[src/rtl/core/fts_pkg.sv]
package fts_pkg;

    localparam int unsigned MAX_FANS_DEFAULT = 6;
    localparam int unsigned CMD_DEPTH        = 2;

    localparam int unsigned SPEED_W = 21;
    localparam int unsigned COUNT_W = 16;
    localparam int unsigned FAN_W   = 3;
    localparam int unsigned EXP_W   = 3;
    localparam int unsigned CFG_W   = 3;

    localparam logic [SPEED_W-1:0] SPEED_NUMERATOR = 21'd1350000;
    localparam logic [7:0]         COUNT_SAT       = 8'hFF;
    localparam logic [7:0]         RAISE_ABOVE     = 8'd192;
    localparam logic [7:0]         LOWER_BELOW     = 8'd96;
    localparam logic [EXP_W-1:0]   EXP_MAX         = 3'd7;
    localparam logic [EXP_W-1:0]   EXP_MIN         = 3'd0;
    localparam logic [EXP_W-1:0]   EXP_RESET       = 3'd1;
    localparam logic [CFG_W-1:0]   FAN_LIMIT_RESET = 3'd6;

    typedef enum logic
    {
        CFG_FAN_LIMIT   = 1'b0,
        CFG_DIRECT_MODE = 1'b1
    } fts_cfg_idx_t;

    typedef struct packed
    {
        logic [FAN_W-1:0]   fan_number;
        logic [COUNT_W-1:0] tach_count;
    } fts_in_t;

    typedef struct packed
    {
        logic [FAN_W-1:0]   fan_id;
        logic [SPEED_W-1:0] speed_value;
        logic [EXP_W-1:0]   divisor_exponent;
        logic               divisor_changed;
    } fts_out_t;

    typedef struct packed
    {
        logic [FAN_W-1:0]   fan_id;
        logic [COUNT_W-1:0] value;
        logic [EXP_W-1:0]   shift_exp;
        logic [EXP_W-1:0]   report_exp;
        logic               changed;
        logic               direct;
    } fts_cmd_t;

endpackage

[src/rtl/core/fts_queue.sv]
module fts_queue #(
    parameter int unsigned WIDTH = 8,
    parameter int unsigned DEPTH = 2
) (
    input  logic             clk,
    input  logic             rst_n,
    input  logic             wr_en,
    input  logic [WIDTH-1:0] wr_data,
    output logic             full,
    input  logic             rd_en,
    output logic [WIDTH-1:0] rd_data,
    output logic             empty
);

    localparam int unsigned PTR_W = (DEPTH > 1) ? $clog2(DEPTH) : 1;
    localparam int unsigned CNT_W = $clog2(DEPTH + 1);
    localparam logic [PTR_W-1:0] LAST_PTR = PTR_W'(DEPTH - 1);
    localparam logic [CNT_W-1:0] FULL_CNT = CNT_W'(DEPTH);

    logic [WIDTH-1:0] data_reg [DEPTH];
    logic [PTR_W-1:0] wr_ptr_reg, wr_ptr_next;
    logic [PTR_W-1:0] rd_ptr_reg, rd_ptr_next;
    logic [CNT_W-1:0] count_reg, count_next;
    logic             do_wr, do_rd;

    assign full    = (count_reg == FULL_CNT);
    assign empty   = (count_reg == '0);
    assign rd_data = data_reg[rd_ptr_reg];
    assign do_wr   = wr_en && !full;
    assign do_rd   = rd_en && !empty;

    always_comb
    begin
        wr_ptr_next = wr_ptr_reg;
        rd_ptr_next = rd_ptr_reg;
        count_next  = count_reg;
        if (do_wr)
        begin
            wr_ptr_next = (wr_ptr_reg == LAST_PTR) ? '0 : wr_ptr_reg + 1'b1;
        end
        if (do_rd)
        begin
            rd_ptr_next = (rd_ptr_reg == LAST_PTR) ? '0 : rd_ptr_reg + 1'b1;
        end
        if (do_wr && !do_rd)
        begin
            count_next = count_reg + 1'b1;
        end
        else if (do_rd && !do_wr)
        begin
            count_next = count_reg - 1'b1;
        end
    end

    always_ff @(posedge clk or negedge rst_n)
    begin
        if (!rst_n)
        begin
            wr_ptr_reg <= '0;
            rd_ptr_reg <= '0;
            count_reg  <= '0;
        end
        else
        begin
            wr_ptr_reg <= wr_ptr_next;
            rd_ptr_reg <= rd_ptr_next;
            count_reg  <= count_next;
        end
    end

    always_ff @(posedge clk)
    begin
        if (do_wr)
        begin
            data_reg[wr_ptr_reg] <= wr_data;
        end
    end

endmodule

[src/rtl/core/fts_front.sv]
module fts_front #(
    parameter int unsigned MAX_FANS = fts_pkg::MAX_FANS_DEFAULT
) (
    input  logic                      clk,
    input  logic                      rst_n,
    input  logic                      push,
    input  fts_pkg::fts_in_t          item,
    input  logic [fts_pkg::CFG_W-1:0] fan_limit,
    input  logic                      direct_mode,
    input  logic                      cmd_full,
    output logic                      cmd_push,
    output fts_pkg::fts_cmd_t         cmd
);

    import fts_pkg::*;

    localparam int unsigned IDX_W = (MAX_FANS > 1) ? $clog2(MAX_FANS) : 1;
    localparam logic [FAN_W:0] FAN_CAP = (FAN_W + 1)'(MAX_FANS);

    logic [EXP_W-1:0] exp_reg [MAX_FANS];
    logic [IDX_W-1:0] idx;
    logic             in_range;
    logic [7:0]       count_sat;
    logic [EXP_W-1:0] exp_old;
    logic [EXP_W-1:0] exp_new;

    assign idx      = item.fan_number[IDX_W-1:0];
    assign in_range = ({1'b0, item.fan_number} < {1'b0, fan_limit})
                   && ({1'b0, item.fan_number} < FAN_CAP);
    assign cmd_push = push && !cmd_full && in_range;
    assign exp_old  = exp_reg[idx];

    always_comb
    begin
        count_sat = (|item.tach_count[COUNT_W-1:8]) ? COUNT_SAT : item.tach_count[7:0];
        exp_new   = exp_old;
        priority if ((count_sat > RAISE_ABOVE) && (exp_old != EXP_MAX))
        begin
            exp_new = exp_old + 1'b1;
        end
        else if ((count_sat < LOWER_BELOW) && (exp_old != EXP_MIN))
        begin
            exp_new = exp_old - 1'b1;
        end
    end

    always_comb
    begin
        cmd.fan_id    = item.fan_number;
        cmd.shift_exp = exp_old;
        cmd.direct    = direct_mode;
        if (direct_mode)
        begin
            cmd.value      = item.tach_count;
            cmd.report_exp = exp_old;
            cmd.changed    = 1'b0;
        end
        else
        begin
            cmd.value      = {{(COUNT_W-8){1'b0}}, count_sat};
            cmd.report_exp = exp_new;
            cmd.changed    = (exp_new != exp_old);
        end
    end

    always_ff @(posedge clk or negedge rst_n)
    begin
        if (!rst_n)
        begin
            for (int i = 0; i < MAX_FANS; i++)
            begin
                exp_reg[i] <= EXP_RESET;
            end
        end
        else if (cmd_push && !direct_mode)
        begin
            exp_reg[idx] <= exp_new;
        end
    end

endmodule

[src/rtl/core/fts_back.sv]
module fts_back (
    input  logic              clk,
    input  logic              rst_n,
    input  logic              cmd_empty,
    input  fts_pkg::fts_cmd_t cmd,
    output logic              cmd_pop,
    output logic              empty,
    input  logic              pop,
    output fts_pkg::fts_out_t result
);

    import fts_pkg::*;

    localparam int unsigned DIV_W  = 15;
    localparam int unsigned STEP_W = $clog2(SPEED_W + 1);
    localparam logic [STEP_W-1:0] STEPS = STEP_W'(SPEED_W);

    typedef enum logic [2:0]
    {
        ST_IDLE = 3'b001,
        ST_DIV  = 3'b010,
        ST_HOLD = 3'b100
    } fts_state_t;

    fts_state_t         state_reg, state_next;
    logic [STEP_W-1:0]  step_reg, step_next;
    logic [SPEED_W-1:0] quo_reg, quo_next;
    logic [DIV_W-1:0]   rem_reg, rem_next;
    logic [DIV_W-1:0]   dvs_reg, dvs_next;
    logic [FAN_W-1:0]   fan_reg, fan_next;
    logic [EXP_W-1:0]   exp_reg, exp_next;
    logic               chg_reg, chg_next;
    logic               out_valid_reg, out_valid_next;
    fts_out_t           out_reg, out_next;

    logic [7:0]         count;
    logic               special;
    logic [DIV_W:0]     trial;
    logic               fits;
    logic               out_free;

    assign count    = cmd.value[7:0];
    assign special  = cmd.direct || (count == 8'd0) || (count == COUNT_SAT);
    assign trial    = {rem_reg, quo_reg[SPEED_W-1]};
    assign fits     = (trial >= {1'b0, dvs_reg});
    assign out_free = !out_valid_reg || pop;
    assign cmd_pop  = (state_reg == ST_IDLE) && !cmd_empty;
    assign empty    = !out_valid_reg;
    assign result   = out_reg;

    always_comb
    begin
        state_next     = state_reg;
        step_next      = step_reg;
        quo_next       = quo_reg;
        rem_next       = rem_reg;
        dvs_next       = dvs_reg;
        fan_next       = fan_reg;
        exp_next       = exp_reg;
        chg_next       = chg_reg;
        out_valid_next = out_valid_reg && !pop;
        out_next       = out_reg;
        unique case (state_reg)
            ST_IDLE:
            begin
                if (!cmd_empty)
                begin
                    fan_next = cmd.fan_id;
                    exp_next = cmd.report_exp;
                    chg_next = cmd.changed;
                    rem_next = '0;
                    step_next = STEPS;
                    dvs_next = DIV_W'({7'd0, count} << cmd.shift_exp);
                    if (special)
                    begin
                        quo_next   = cmd.direct ? {{(SPEED_W-COUNT_W){1'b0}}, cmd.value}
                                                : '0;
                        state_next = ST_HOLD;
                    end
                    else
                    begin
                        quo_next   = SPEED_NUMERATOR;
                        state_next = ST_DIV;
                    end
                end
            end
            ST_DIV:
            begin
                rem_next  = fits ? DIV_W'(trial - {1'b0, dvs_reg}) : trial[DIV_W-1:0];
                quo_next  = {quo_reg[SPEED_W-2:0], fits};
                step_next = step_reg - 1'b1;
                if (step_reg == STEP_W'(1))
                begin
                    state_next = ST_HOLD;
                end
            end
            ST_HOLD:
            begin
                if (out_free)
                begin
                    out_valid_next            = 1'b1;
                    out_next.fan_id           = fan_reg;
                    out_next.speed_value      = quo_reg;
                    out_next.divisor_exponent = exp_reg;
                    out_next.divisor_changed  = chg_reg;
                    state_next                = ST_IDLE;
                end
            end
            default:
            begin
                state_next = ST_IDLE;
            end
        endcase
    end

    always_ff @(posedge clk or negedge rst_n)
    begin
        if (!rst_n)
        begin
            state_reg     <= ST_IDLE;
            out_valid_reg <= 1'b0;
        end
        else
        begin
            state_reg     <= state_next;
            out_valid_reg <= out_valid_next;
        end
    end

    always_ff @(posedge clk)
    begin
        step_reg <= step_next;
        quo_reg  <= quo_next;
        rem_reg  <= rem_next;
        dvs_reg  <= dvs_next;
        fan_reg  <= fan_next;
        exp_reg  <= exp_next;
        chg_reg  <= chg_next;
        out_reg  <= out_next;
    end

endmodule

[src/rtl/core/fan_tach_autorange_speed_core.sv]
// channel   direction  handshake            word
// item      in         push / full          fts_in_t  (fan_number, tach_count)
// result    out        empty / pop          fts_out_t (fan_id, speed, exponent, changed)
// config    in         cfg_write            cfg_index, cfg_data
//
// Legacy speed goes from item to result in order: it enters the command queue,
// loads the divider, runs 21 restoring-divider steps, then is registered out.
// Direct mode, zero and saturated counts skip the divider.
// Reset is asynchronous; all exponents return to 1, fan_limit to 6, mode to legacy.
// Items enter the two-word command queue while the divider works; full rises
// only when that queue is full behind a busy divider or a held result.
module fan_tach_autorange_speed_core #(
    parameter int unsigned MAX_FANS = fts_pkg::MAX_FANS_DEFAULT
) (
    input  logic                      clk,
    input  logic                      rst_n,
    input  logic                      push,
    output logic                      full,
    input  fts_pkg::fts_in_t          item,
    output logic                      empty,
    input  logic                      pop,
    output fts_pkg::fts_out_t         result,
    input  logic                      cfg_write,
    input  logic                      cfg_index,
    input  logic [fts_pkg::CFG_W-1:0] cfg_data
);

    import fts_pkg::*;

    logic [CFG_W-1:0] fan_limit_reg;
    logic             direct_mode_reg;
    logic             cmd_push;
    logic             cmd_pop;
    logic             cmd_empty;
    fts_cmd_t         cmd_in;
    fts_cmd_t         cmd_out;

    always_ff @(posedge clk or negedge rst_n)
    begin
        if (!rst_n)
        begin
            fan_limit_reg   <= FAN_LIMIT_RESET;
            direct_mode_reg <= 1'b0;
        end
        else if (cfg_write)
        begin
            unique case (fts_cfg_idx_t'(cfg_index))
                CFG_FAN_LIMIT:   fan_limit_reg   <= cfg_data;
                CFG_DIRECT_MODE: direct_mode_reg <= cfg_data[0];
                default:         fan_limit_reg   <= fan_limit_reg;
            endcase
        end
    end

    fts_front #(
        .MAX_FANS (MAX_FANS)
    ) u_front (
        .clk         (clk),
        .rst_n       (rst_n),
        .push        (push),
        .item        (item),
        .fan_limit   (fan_limit_reg),
        .direct_mode (direct_mode_reg),
        .cmd_full    (full),
        .cmd_push    (cmd_push),
        .cmd         (cmd_in)
    );

    fts_queue #(
        .WIDTH ($bits(fts_cmd_t)),
        .DEPTH (CMD_DEPTH)
    ) u_queue (
        .clk     (clk),
        .rst_n   (rst_n),
        .wr_en   (cmd_push),
        .wr_data (cmd_in),
        .full    (full),
        .rd_en   (cmd_pop),
        .rd_data (cmd_out),
        .empty   (cmd_empty)
    );

    fts_back u_back (
        .clk       (clk),
        .rst_n     (rst_n),
        .cmd_empty (cmd_empty),
        .cmd       (cmd_out),
        .cmd_pop   (cmd_pop),
        .empty     (empty),
        .pop       (pop),
        .result    (result)
    );

endmodule
[config.mk]
export PLATFORM = sky130hd
export DESIGN_NAME = fan_tach_autorange_speed_core
export DESIGN_NICKNAME = d
export VERILOG_FILES = /design/src/rtl/core/fts_pkg.sv /design/src/rtl/core/fts_queue.sv /design/src/rtl/core/fts_front.sv /design/src/rtl/core/fts_back.sv /design/src/rtl/core/fan_tach_autorange_speed_core.sv
export SDC_FILE = /design/constraint.sdc
export NUM_CORES = 1
export LEC_CHECK = 0
export ABC_AREA = 1
export ABC_CLOCK_PERIOD_IN_PS = 2750
export BUFFER_PORTS_ARGS = -buffer_cell sky130_fd_sc_hd__buf_4
export CORE_AREA = 2 2 148 150
export DETAILED_ROUTE_END_ITERATION = 8
export DIE_AREA = 0 0 150 152
export PLACE_DENSITY = 0.62
export SYNTH_ARGS = -nofsm -noshare
export SYNTH_HDL_FRONTEND = slang
export SYNTH_SLANG_ARGS = --single-unit
export TNS_END_PERCENT = 20
[constraint.sdc]
create_clock -name clk -period 2.75 [get_ports clk]
set_input_delay 0.825 -clock clk [delete_from_list [all_inputs] [get_ports clk]]
set_output_delay 0.825 -clock clk [all_outputs]
set_load 0.005 [all_outputs]
==> results of run 1 <==
Yosys cell counts (3+ instances only):
cell type | number | area (µm²)
nor3_1 | 11 | 55.1
a31oi_1 | 4 | 25.0
or2_2 | 7 | 43.8
o21ai_0 | 43 | 215
nand4_1 | 6 | 37.5
inv_2 | 4 | 15.0
o21ai_1 | 14 | 70.1
o211ai_1 | 5 | 37.5
a21o_1 | 3 | 22.5
dfstp_2 | 9 | 236
a21oi_1 | 32 | 160
nand2_2 | 3 | 18.8
dfrtp_1 | 21 | 526
ha_1 | 24 | 300
inv_1 | 103 | 387
edfxtp_1 | 145 | 4350
xor2_1 | 4 | 35.0
nor2_1 | 64 | 240
buf_2 | 3 | 15.0
nand2_1 | 219 | 822
clkbuf_1 | 7 | 26.3
o21ai_2 | 12 | 105
or2_0 | 3 | 18.8
xnor2_1 | 9 | 78.8
mux2i_1 | 8 | 80.1
nand3_1 | 43 | 215
nor2_2 | 3 | 18.8
per-layer routing:
layer | up-vias | track usage (%) | share of wire [%]
li1 | 2966 | - | -
met1 | 2691 | 21.7 | 48
met5 | - | 0 | 0
met2 | 110 | 24.9 | 46
met3 | 22 | 3.60 | 4.2
met4 | 0 | 5.35 | 1.5
how the worst max path moves through the flow:
stage                             from                      to  slack, ns  cells after the start
detailed placement            item[17]  u_queue.data_reg[1][2]      -0.04                     16
CTS                 u_back.quo_reg[20]       u_back.rem_reg[0]       0.26                     11
global route        u_back.quo_reg[20]       u_back.rem_reg[0]       0.08                     11
finish              u_back.quo_reg[20]       u_back.rem_reg[0]       0.30                     11
floorplan                     item[17]  u_queue.data_reg[0][0]      -0.27                      5
global placement              item[17]      u_front.exp_reg[8]       0.03                     15
final cells by class:
type | count | area share [%]
Clock buffer | 17 | 4.28
Clock inverter | 14 | 1.55
Inverter | 108 | 4.08
Multi-Input combinational cell | 532 | 27.9
Sequential cell | 175 | 51.5
Tap cell | 280 | 3.53
Timing Repair Buffer | 88 | 7.16
per-stage QoR:
step / setup TNS (ns) / util, % / power [mW]
floorplan: -7.84 / - / 7.58
detailed placement: -0.305 / 43.8 / 8.98
global placement: 0 / 43.8 / 8.91
CTS: 0 / 46.5 / 11.4
global route: 0 / 46.5 / 12.2
finish: 0 / 46.5 / 11.3
critical path, cell delays in order (launching register included):
cell and delay [ns]:
edfxtp_1 0.44, inv_1 0.07, ha_1 0.23, fa_1 0.44
o21ai_2 0.20, nand2_1 0.07, nand3_1 0.14, nand2_1 0.09
nand3_2 0.13, buf_4 0.23, o21ai_0 0.10, a21oi_1 0.16
cell usage in the layout (no fill, tap or decap), types with 4 or more instances in the layout:
master	instances
a21oi_1	32
a31oi_1	4
buf_12	4
buf_4	84
clkbuf_16	17
clkinv_1	4
dfrtp_1	21
dfstp_2	9
edfxtp_1	145
ha_1	24
inv_1	103
inv_2	4
inv_6	4
mux2i_1	8
nand2_1	219
nand3_1	43
nand4_1	6
nor2_1	60
nor2_2	7
nor3_1	11
o211ai_1	5
o21ai_0	43
o21ai_1	14
o21ai_2	12
or2_2	7
xnor2_1	9
xor2_1	4
where the power goes:
group / leakage [nW] / total, mW / internal (mW) / switching, mW
Sequential: 1.73 / 4.45 / 4.10 / 0.351
Clock: 0.281 / 2.39 / 1.35 / 1.04
Combinational: 2.32 / 4.46 / 1.62 / 2.84
logic make-up after synthesis:
family,count (synthesis)
adder cells (fa/ha/maj),25
buffers and inverters,123
multiplexers,8
XOR/XNOR,13
AO/OA/AOI/OAI,115
flip-flops,175
AND/OR/NAND/NOR,371
==> results.cfg, run 1 <==
[status]
outcome = finished, final reports clean

[place]
dp.cells = 1183
routabilityCongestion = 0.853
dp_hpwl_mm = 12.4
dp_slack_ns = -0.0361
io_buffer_count = 57
placed_area_mm2 = 0.00935

[timing]
fin_crit_sh_pct = 89.0
worst_pin_slew_ns = 0.574
skew_ns = 0.0105
fin_crit_ns = 2.45
holdWs_ns = 0.332
slew_violations = 0
setup_viol = 0
finalHoldViolations = 0
rsz0062_at_grt = false
max_freq_mhz = 408
setup_ws_ns = 0.301
relSlewSlack_pct = 60.6

[die]
rows = 54
core_mm2 = 0.0214
start_util_pct = 39.1
die_area_mm2 = 0.0228
die_x_um = 150
io_pins = 58
die_height_um = 152

[power_and_ir_drop]
p_leak_nw = 4.33
ir_worst_vdd_mv = 0.546
power_density_mw_per_mm2 = 1140

[critical_path]
critPathLaunchType = flop
cp.required_ns = 3.02
crit-reg2reg-launch = u_back.quo_reg[20]
r2r-end = u_back.rem_reg[0]
critPathKind = flop to flop
regToRegSetupSlack_ns = 0.30
end_kind = flop
crit_fanout = 16
rr_worst_depth = 11
worstPathArrival_ns = 2.71

[layout]
drive_gt1_share_pct = 17.8
fin_nets = 975
synthToLayoutAreaGrowth_pct = 18.9
fill_cells = 2028
multiInputGateArea_mm2 = 0.00277
largest_register_ffs = 54
finalInstanceArea_mm2 = 0.00993
n_antenna_cell = 0
fin_cells = 1214
ff_latch_area_mm2 = 0.00512

[clock_network]
htreeDepth = 4
clock-root-buffer = clkbuf_16
path_clk_slew_ns = 0.07
post_cts_buffers = 0
postCtsHoldBufs = 0
cts_tree = built
cts_buffers = 17
cts_sinks = 175
cts_resized = 0
clkLatencyLatePin_ns = 0.42
clk_path_buf_depth = 2

[yosys]
synth_edf_count = 145
synth-compound-area-share_pct = 7.81
synth_flop_cell = edfxtp_1
syn_inst = 830
syn-num-nets = 883
synthXorXnorAreaFrac_pct = 1.36
synth_top_family_by_area = simple AND/OR/NAND/NOR gates
ys_seq_area_share_pct = 61.3
synthArstFlopShare_pct = 17.1
ys_warn_count = 0
ys_types = 43
synth_seq_cells = 175
synth.avg_cell_area_um2 = 10.1
synth_fa_ha_area_share_pct = 3.84
synthesis.area_mm2 = 0.00835
synthSimpleGateAreaFrac_pct = 19.0
synthMuxAreaShare_pct = 0.959

[global_route]
grt_use_total_pct = 15.8
antenna_found_initial = 0
gr-total-overflow = 0
grt_pass1_vias = 5645
grt_pass1_wl_mm = 28.3
grt_max_degree = 37

[hold_path]
hp-class = primary input to async pin

[detailed_routing]
drc = 0
routed-via-count = 5789
wl_mm = 16.9
ant_nets = 0
wl_per_cell_um = 13.9
drtIter0Drc = 361
drt_first_pass_iters = 5
vias_per_cell = 4.77

[flow_run]
drv_cap = 0
(Power assumes the default switching activity.)
==> run 2, diff against run 1 <==
- ABC_AREA: 1 -> not set
- CORE_AREA: 2 2 148 150 -> 2 2 147 149
- DIE_AREA: 0 0 150 152 -> 0 0 149 151
==> run 2 against run 1 <==
  * Worst hold slack got worse by 0.0031 ns
  * Power grew 1.1%
  * Global-route usage is 0.52 points higher
  * Non-clock buffer count is 17 higher
  * Flip-flop and latch count is the same
  * Highest routed layer unchanged
==> results.cfg, run 2 <==
[yosys]
synthMostInstantiatedCell = edfxtp_1
synth.avg_cell_area_um2 = 12.7
synth_flop_cell = edfxtp_1
synth_fa_ha_area_share_pct = 3.88
synth_top_family_by_area = simple AND/OR/NAND/NOR gates
synthXorXnorAreaFrac_pct = 1.79
synthMuxAreaShare_pct = 9.82
syn-num-nets = 702
syn_inst = 649
synth_edf_count = 145
synthArstFlopShare_pct = 17.1
ys_seq_area_share_pct = 61.9
synth_seq_cells = 175
ys_warn_count = 0
synth_common_cells = edfxtp_1 (145), nand2_1 (50), nor2_1 (49), mux2_2 (45), a21oi_1 (34)
synth_area_leader_cell = edfxtp_1
synth_top_cell_area_share_pct = 52.7
synth-compound-area-share_pct = 8.60
synth_area_leaders = edfxtp_1 (53%), dfrtp_1 (6.4%), mux2_2 (6.1%)
synthesis.area_mm2 = 0.00827
synthSimpleGateAreaFrac_pct = 11.4
ys_types = 58

[die]
core_mm2 = 0.0208
die_area_mm2 = 0.0225
die_x_um = 149
io_pins = 58
rows = 53
start_util_pct = 39.7
die_height_um = 151

[timing]
fin_crit_ns = 2.65
max_freq_mhz = 378
fin_crit_sh_pct = 96.2
relSlewSlack_pct = 54.7
rsz0062_at_grt = false
holdWs_ns = 0.329
setup_ws_ns = 0.105
worst_pin_slew_ns = 0.679
tns_ns = 0
slew_violations = 0
setup_viol = 0
finalHoldViolations = 0
skew_ns = 0.00663

[global_route]
gr-total-overflow = 0
grt_use_total_pct = 16.4
grt_pass1_vias = 5498
grt_pass1_wl_mm = 28.3
grt_max_degree = 36
antenna_found_initial = 0

[place]
dp_hpwl_mm = 12.8
io_buffer_count = 57
placed_area_mm2 = 0.00940
routabilityCongestion = 0.828
dp.cells = 1007
dp_slack_ns = -0.339

[critical_path]
crit_fanout = 6
worstPathArrival_ns = 2.95
critPathKind = primary input to flop
slowest_stage = mux4_2
path_cells = buf_4, mux4_2, a21oi_2, inv_2, ha_4, ha_4, a21oi_4, mux2_4, buf_4, mux2_2
cp.required_ns = 3.06
end_kind = flop
cpPeakStageDelay_ns = 0.50
critPathLaunchType = primary input

[clock_network]
cts_tree = built
clock-root-buffer = clkbuf_16
cts_sinks = 175
post_cts_buffers = 0
clkLatencyLatePin_ns = 0.43
path_clk_slew_ns = 0.07
cts_buffers = 17
clk_path_buf_depth = 2
htreeDepth = 4
postCtsHoldBufs = 0

[layout]
fin_util_pct = 48.1
synthToLayoutAreaGrowth_pct = 21.2
final_common_cell = edfxtp_1
layout_common_cells = edfxtp_1 (145), buf_4 (101), nand2_1 (50), nor2_1 (47), mux2_2 (44)
n_antenna_cell = 0
finalInstanceArea_mm2 = 0.0100
fin_nets = 804
fin_cells = 1039
largest_register_ffs = 54
drive_gt1_share_pct = 29.3

[detailed_routing]
ant_nets = 0
wl_per_cell_um = 16.9
drc = 0
drtIter0Drc = 337
wl_mm = 17.6
drt_first_pass_iters = 5
routed-via-count = 5390
vias_per_cell = 5.19

[flow_run]
drv_cap = 0

[power_and_ir_drop]
p_total_mw = 11.4
p_leak_nw = 3.88
power_density_mw_per_mm2 = 1140
ir_worst_vdd_mv = 0.549

[status]
outcome = finished, final reports clean

[hold_path]
hp-class = primary input to async pin
==> run 2: changes by cell type after synthesis, sizes merged, moves of 5 or more <==
cell    before  now
o22ai        0   11
and2         1   13
mux2i        8   20
nor2b        0    8
nand2b       0    5
clkbuf       7   15
nor2        69   50
a31oi        4   10
o21ai       69   27
nand3       45   19
nand2      223   52
and3         0    8
mux2         0   47
inv        107   33
==> run 2: kinds of logic after synthesis <==
kind of cell	count (synthesis)
xor gates and xnor gates	16
AOI/OAI and AO/OA	115
DFF	175
buffers and inverters	55
muxes	70
and+or+nand+nor	193
adders and majority gates	25
==> run 2: worst max-delay path: cells and delay by family <==
kind	cells	cell delay, ns
adders and majority gates	2	0.32
AOI/OAI and AO/OA	2	0.36
muxes	3	1.09
buffers and inverters	3	0.35
==> run 2: report_power, final <==
group	switching (mW)	leakage [nW]	internal (mW)
logic	2.61	1.89	1.91
clock network	1.00	0.277	1.43
registers	0.431	1.72	4.04
==> run 2: area by class of cell <==
cell class	instances	area, µm²
Multi-Input combinational cell	419	3010
Tap cell	275	344
Timing Repair Buffer	105	830
Fill cell	1886	10800
Inverter	33	124
Clock buffer	18	429
Sequential cell	175	5120
Clock inverter	14	165
==> run 2: timing repair <==
action	in CTS	in global routing
resized for setup	0	5
endpoints found under the setup margin	0	15
endpoints found under the hold margin	0	0
==> run 2: final timing paths <==
check | startpoint | endpoint | slack [ns] | cells past startpoint
setup / recovery | item[16] | u_front.exp_reg[5] | 0.10 | 10
hold / removal | rst_n | u_front.exp_reg[4] | 0.33 | 1
setup reg to reg | u_back.quo_reg[20] | u_back.rem_reg[7] | 0.16 | 10
hold reg to reg | u_back.fan_reg[1] | u_back.result[26] | 0.43 | 0
max in group asynchronous | rst_n | u_back.state_reg[0] | 2.09 | 1
min in group clk | u_back.fan_reg[1] | u_back.result[26] | 0.43 | 0
==> run 2: routing by layer <==
| metal | part of all wire, % | routed length, µm | global-route usage, % | up-vias |
|---|---|---|---|---|
| met1 | 46 | 8130 | 22.2 | 2623 |
| met4 | 1.3 | 227 | 5.19 | 0 |
| met5 | 0 | 0 | 0 | - |
| met2 | 47 | 8300 | 26.1 | 138 |
| met3 | 5.2 | 913 | 3.95 | 16 |
| li1 | - | - | - | 2613 |
==> run 3, diff against run 2 <==
- CTS_BUF_LIST: not set -> sky130_fd_sc_hd__clkbuf_4 sky130_fd_sc_hd__clkbuf_8 sky130_fd_sc_hd__clkbuf_16
==> run 3 against run 2 <==
  * Flip-flop and latch count is the same
  * Largest power group unchanged
  * Wire length is essentially flat
  * Clock skew is the same
  * Worst setup slack is the same
  * Critical endpoint unchanged
  * Utilization is essentially flat
  * Cell count is the same
==> results.cfg, run 3 (same netlist as run 2, synthesis figures left out) <==
[timing]
tns_ns = 0
fin_crit_sh_pct = 96.2
setup_ws_ns = 0.105
finalHoldViolations = 0
max_freq_mhz = 378
fin_crit_ns = 2.65
skew_ns = 0.00663
relSlewSlack_pct = 54.7
slew_violations = 0
rsz0062_at_grt = false
worst_pin_slew_ns = 0.679
setup_viol = 0

[layout]
synthToLayoutAreaGrowth_pct = 21.3
n_antenna_cell = 0
fill_cells = 1885
drive_gt1_share_pct = 29.5
largest_register_ffs = 54
layout_common_cells = edfxtp_1 (145), buf_4 (101), nand2_1 (50), nor2_1 (47), mux2_2 (44)
fin_cells = 1039
fin_nets = 804
final_common_cell = edfxtp_1

[global_route]
grt_use_total_pct = 16.4
grt_pass1_vias = 5498
grt_pass1_wl_mm = 28.3
gr-total-overflow = 0
antenna_found_initial = 0
grt_max_degree = 36

[clock_network]
postCtsHoldBufs = 0
post_cts_buffers = 0
htreeDepth = 4
path_clk_slew_ns = 0.07
cts_resized = 0
cts_buffers = 17
cts_sinks = 175
cts_tree = built
clock-root-buffer = clkbuf_16
clkLatencyLatePin_ns = 0.43
clk_path_buf_depth = 2

[power_and_ir_drop]
p_leak_nw = 3.89
power_density_mw_per_mm2 = 1140
ir_worst_vdd_mv = 0.549
p_total_mw = 11.4

[place]
io_buffer_count = 57
routabilityCongestion = 0.828
dp_hpwl_mm = 12.8
dp.cells = 1007
dp_slack_ns = -0.339

[critical_path]
critPathKind = primary input to flop
end_kind = flop
crit_fanout = 6
regToRegSetupSlack_ns = 0.16
worstPathArrival_ns = 2.95
critPathLaunchType = primary input
cp.required_ns = 3.06

[detailed_routing]
drt_first_pass_iters = 5
routed-via-count = 5391
wl_mm = 17.6
drtIter0Drc = 337
drc = 0
ant_nets = 0
wl_per_cell_um = 16.9
vias_per_cell = 5.19

[die]
die_area_mm2 = 0.0225
core_mm2 = 0.0208
die_height_um = 151
io_pins = 58
rows = 53
start_util_pct = 39.7
die_x_um = 149

[flow_run]
drv_cap = 0

[status]
outcome = finished, final reports clean

[hold_path]
hp-class = primary input to async pin
==> run 3: changes by cell type in the layout (fill, tap and decap cells not counted) <==
cell / before / now
clkbuf_4: 0 / 1
clkbuf_1: 1 / 0
==> run 3: layout make-up <==
class	instances	area, µm²	area share (%)
repair buffers	105	830	8.28
flip-flops and latches	175	5120	51.0
well taps	275	344	3.43
multi-input cells	419	3010	30.0
inverters	33	124	1.24
clock inverters	14	165	1.65
clock buffers	18	433	4.32
==> run 3: final timing paths <==
check	from	endpoint	depth (start not counted)
worst max-delay path	item[16]	u_front.exp_reg[5]	10
worst min-delay path	rst_n	u_front.exp_reg[4]	1
worst max register to register	u_back.quo_reg[20]	u_back.rem_reg[7]	10
worst min register to register	u_back.fan_reg[1]	u_back.result[26]	0
max in group asynchronous	rst_n	u_back.state_reg[0]	1
min in group clk	u_back.fan_reg[1]	u_back.result[26]	0
==> run 3: through the flow <==
step / utilization [%] / area, µm² / hold slack (ns)
finish: 48.1 / 10000 / 0.329
global route: 48.1 / 10000 / 0.333
CTS: 48.0 / 10000 / 0.318
detailed placement: 45.2 / 9400 / 0.409
global placement: 45.2 / 9400 / 0.401
floorplan: - / 8330 / 0.400
==> run 3: power breakdown <==
part           switching, mW  internal, mW
Sequential             0.432          4.04
Combinational           2.61          1.91
Clock                   1.00          1.44
==> run 3: worst max-delay path, cell delays in order <==
cell     delay [ns]
buf_4          0.12
mux4_2         0.50
a21oi_2        0.23
inv_2          0.08
ha_4           0.17
ha_4           0.15
a21oi_4        0.13
mux2_4         0.33
buf_4          0.15
mux2_2         0.26
==> run 3: routing by layer <==
| metal | global-route usage (%) | vias to the layer above | wire length [µm] |
|---|---|---|---|
| met5 | 0 | - | 0 |
| met3 | 3.95 | 16 | 913 |
| met1 | 22.2 | 2624 | 8130 |
| met4 | 5.19 | 0 | 227 |
| met2 | 26.1 | 138 | 8310 |
| li1 | - | 2613 | - |
